**config.mk**
```make
export PLATFORM = sky130hd
export DESIGN_NAME = sobo_ram
export DESIGN_NICKNAME = d
export VERILOG_FILES = /design/src/sv/sobo_ram.sv
export SDC_FILE = /design/constraint.sdc
export NUM_CORES = 1
export LEC_CHECK = 0
export ABC_CLOCK_PERIOD_IN_PS = 1800
export BUFFER_PORTS_ARGS = -buffer_cell sky130_fd_sc_hd__buf_2
export CORE_UTILIZATION = 50
export CTS_BUF_LIST = sky130_fd_sc_hd__clkbuf_16
export CTS_CLUSTER_DIAMETER = 30
export DETAILED_ROUTE_END_ITERATION = 12
export PLACE_DENSITY = 0.7
export SLEW_MARGIN = 0
export SYNTH_ARGS = -nofsm -noshare
export SYNTH_HDL_FRONTEND = slang
export SYNTH_SLANG_ARGS = --single-unit
```
**constraint.sdc**
```tcl
create_clock -name clk -period 1.8 [get_ports clk]
set_clock_uncertainty 0.05 [all_clocks]
set_input_delay 0.18 -clock clk [delete_from_list [all_inputs] [get_ports clk]]
set_output_delay 0.18 -clock clk [all_outputs]
set_load 0.1 [all_outputs]
```
**src/sv/sobo_ram.sv**
```systemverilog
// ----------------------------------------------------------------------------
// sobo_ram
// generic single-write, single-read ram with registered read data
// ----------------------------------------------------------------------------
module sobo_ram #(
  parameter int WIDTH = 8,
  parameter int DEPTH = 16
) (
  input  logic                                        clk,
  input  logic                                        we,
  input  logic [((DEPTH > 1) ? $clog2(DEPTH) : 1)-1:0] waddr,
  input  logic [WIDTH-1:0]                            wdata,
  input  logic [((DEPTH > 1) ? $clog2(DEPTH) : 1)-1:0] raddr,
  output logic [WIDTH-1:0]                            rdata
);

  logic [WIDTH-1:0] mem [DEPTH];

  always_ff @(posedge clk) begin
    if (we) begin
      mem[waddr] <= wdata;
    end
    rdata <= mem[raddr];
  end

endmodule

```
==> flow_results.org <==
** Cells and area
- In the final design database the tool counted between 300 and 400 nets.
- Leaving out fill and tap cells, the most frequent cell in the layout is sky130_fd_sc_hd__edfxtp_1.
- Final non-filler cell area :: between 6000 and 7000 sq um
- Layout overhead on the synthesized area :: 19.59%
- In the layout the commonest cells are sky130_fd_sc_hd__edfxtp_1, sky130_fd_sc_hd__buf_2, sky130_fd_sc_hd__buf_4.
- The post-route netlist has about a third of its cells at a drive strength greater than 1.
- Diodes inserted :: 0

** Global route
- Via count of the first global-routing pass :: around 2400
- The first global-routing pass estimated 14040 um of wire.
- Entering global routing, the biggest net connects 33 pins.
- Number of antenna violations at the first check in global routing :: 0
- Global route overflow :: 0
- Across every metal layer, demand over resource in global routing totals just under 20%.

** Synth
- The synthesized design contains ~140 register bits.
- After technology mapping, the gate count stands at 229.
- The mapped netlist covers 5147 sq um.
- Mean cell area of the mapped netlist :: 22.48 sq um
- Register area share after synthesis :: 77.78%
- Post-synth cell types :: 19
- Synthesis Warnings :: 0
- Number of nets in the synthesized netlist :: roughly 250

** Clocking
- Number of sinks handled by clock tree synthesis :: 136
- Post-CTS Setup Bufs :: 0
- Clock transition at the registers of the reported paths :: 0.06 ns
- In this run the number of H-tree levels came out at 4.
- The root buffer cell chosen for the clock tree is sky130_fd_sc_hd__clkbuf_16.
- Number of buffers inserted by hold repair at cts :: 0
- Latest clock arrival within the worst-skew pair :: 0.40 ns
- Post_cts resized :: 0
- Maximum buffer depth of the clock tree :: 2
- Clock buffer count from CTS :: 17
- TritonCTS built the clock tree.

** Routing
- DR vias :: 2405
- DRT Pass-1 Iters :: 4
- After detailed routing, the number of vias per cell comes to 5.541.
- DRC Markers :: 0
- Wire per inst :: 21.26 um
- The detailed router finished its first iteration with 136 violations.
- In this run the remaining antenna-violating nets after routing total 0.
- Detailed Route WL :: around 9200 um

** Setup path
- The critical path in this run is classified as reg -> reg.
- R2R Path Start :: mem[1][0]
- Crit Reg-Reg Endpoint :: rdata[0]
- On the worst path, the slowest cell contributes a delay of approximately 0.5 ns.
- Crit. End Element :: register
- The worst setup path is launched from a register.
- Arr. time, crit path :: roughly 1.7 ns
- Walking the worst path, the cells encountered are mux4_1 -> a22oi_1 -> nand2_1.
- Along the worst path, the maximum fanout reaches 1.
- The number of cells on the worst reg-to-reg path is 3.
- Cell with the biggest individual delay on the critical path :: sky130_fd_sc_hd__mux4_1
- Flop2flop setup slack :: 0.38 ns
- At the worst endpoint, the required time is 2.04 ns.

** Floorplan
- In this run the core area contains 36 standard-cell rows.
- The die covers 10710 sq um.
- The floorplan step set the die height to 103.5 um.
- Placeable Area :: roughly 10000 sq um
- For this configuration, the core starts out at a cell density of 52.18%.
- 26 I/O pins were placed.
- Chip width :: 103.5 um

** Job
- Max-capacitance violation count :: 0

** Place
- Global placement routability congestion :: 0.7152
- Area after detailed placement :: ~5600 sq um
- Detailed placer's ending HPWL :: 5891 um
- Timing analysis after detailed placement gives a worst setup slack of 0.1432 ns.
- Buffers placed on the I/O ports in this run total 25.

** Power and ir drop
- Power density of the placed cells :: 1193 nW/um^2
- Clock network power share :: about 45%
- VDD sags by at most slightly above 0.7 mV.
- Sequential cells burn 48.4% of the power.
- In this run switching power makes up 21.92% of total power.
- The analysis attributes to cell leakage a power of between 2 and 2.5 nW.
- Internal :: between 5 and 6 mW
- Combinational logic burns 6.5% of the power.
- In this run the power spent charging and discharging nets is 1.610 mW.

** STA
- Final critical path time including I/O delays and setup :: 1.416 ns
- Normalized max-slew margin :: 67.01%
- The tightest hold path in the finished design has a slack of 0.1051 ns.
- Sum Neg Setup Slack :: 0 ns
- The number of failing hold endpoints at the final stage was 0.
- The count of final max-slew check failures came to 0.
- Derived from the worst setup path, the maximum achievable clock frequency is 706.1 MHz.
- Post-route setup slack :: 0.3838 ns
- After layout, the worst path uses 78.68% of the clock period.
- Setup repair after global routing left no endpoint under its margin.
- Setup violations remaining at the end of the flow were counted as 0.
- Transition time at the pin with the least slew margin :: between 0.4 and 0.5 ns

** Worst hold path
- In this run the most critical hold path is launched from wdata[4].
- Hold endpoint :: mem[7][4]
- Min-Delay Path Class :: in -> reg
- Hold-critical path depth :: 1

** Outcome
- The flow ran to the end, and the final reports show no timing, DRC or antenna violations.
cell usage after synthesis:
library cell | n | share of area [%]
sky130_fd_sc_hd__buf_6 | 3 | 0.66
sky130_fd_sc_hd__mux4_1 | 14 | 7.1
sky130_fd_sc_hd__nor3_1 | 4 | 0.39
sky130_fd_sc_hd__buf_4 | 1 | 0.15
sky130_fd_sc_hd__edfxtp_1 | 128 | 75
sky130_fd_sc_hd__nand3b_1 | 2 | 0.29
sky130_fd_sc_hd__and2b_1 | 1 | 0.15
sky130_fd_sc_hd__nand2b_1 | 2 | 0.24
sky130_fd_sc_hd__clkdlybuf4s25_2 | 3 | 0.58
sky130_fd_sc_hd__and2_1 | 1 | 0.12
sky130_fd_sc_hd__a22oi_1 | 16 | 2.3
sky130_fd_sc_hd__buf_2 | 3 | 0.29
sky130_fd_sc_hd__mux4_2 | 18 | 7.9
sky130_fd_sc_hd__nand3_1 | 1 | 0.097
sky130_fd_sc_hd__nor2b_1 | 1 | 0.12
sky130_fd_sc_hd__dfxtp_1 | 8 | 3.1
sky130_fd_sc_hd__or3b_2 | 1 | 0.17
sky130_fd_sc_hd__nor2_1 | 13 | 0.95
sky130_fd_sc_hd__nand2_1 | 9 | 0.66
layout make-up:
type                            instances  area (sq um)
Timing Repair Buffer                   50         350.3
Clock inverter                         15         152.6
Fill cell                             673          3709
Tap cell                              133         166.4
Multi-Input combinational cell         83          1057
Sequential cell                       136          4004
Clock buffer                           17         425.4
metrics by stage:
stage          util, %  cells  power (mW)
2_1_floorplan        -    229       3.955
3_3_place_gp     56.54    402       4.101
3_5_place_dp     56.54    402       4.110
4_1_cts          62.40    434       7.410
5_1_grt          62.40    434       7.578
6_report         62.40    434       7.343
logic make-up (layout without fill, tap and decap cells):
logic type / count (synthesis) / count (layout) / share of synthesized area, %
AOI/OAI and AO/OA: 16 / 16 / 2.334
buffers and inverters: 10 / 82 / 1.677
DFF: 136 / 136 / 77.78
muxes: 32 / 32 / 15.02
and+or+nand+nor: 35 / 35 / 3.184
how the worst max path moves through the flow:
stage | startpoint | to | slack, ns | depth (start not counted)
finish | mem[1][0] | rdata[0] | 0.38 | 3
global route | mem[1][0] | rdata[0] | 0.32 | 3
detailed placement | raddr[0] | rdata[1] | 0.14 | 5
CTS | mem[1][0] | rdata[0] | 0.38 | 3
global placement | raddr[0] | rdata[1] | 0.17 | 5
floorplan | waddr[2] | mem[0][0] | 0.08 | 2
flip-flops by register name, indices dropped and copies added (netlist names):
name   count
mem      128
rdata      8
routing by layer:
layer | vias to the layer above | global-route usage (%) | wire, um
li1 | 1092 | - | -
met2 | 86 | 30.62 | 4711
met5 | - | 0 | 0
met4 | 0 | 9.317 | 169
met1 | 1216 | 27.12 | 3826
met3 | 11 | 4.839 | 519
power by group through the flow:
stage               logic [mW]  clock network (mW)  registers (mW)
CTS                      0.488                3.36            3.56
finish                   0.481                3.30            3.56
detailed placement       0.485                   0            3.62
floorplan                0.180                   0            3.78
global route             0.511                3.50            3.56
global placement         0.478                   0            3.62
worst max-delay path, delay by kind of cell, from the launching register on:
family,cells,cell delay [ns]
DFF,1,0.37
and+or+nand+nor,1,0.08
AOI/OAI and AO/OA,1,0.30
muxes,1,0.50
(Power assumes the default switching activity.)
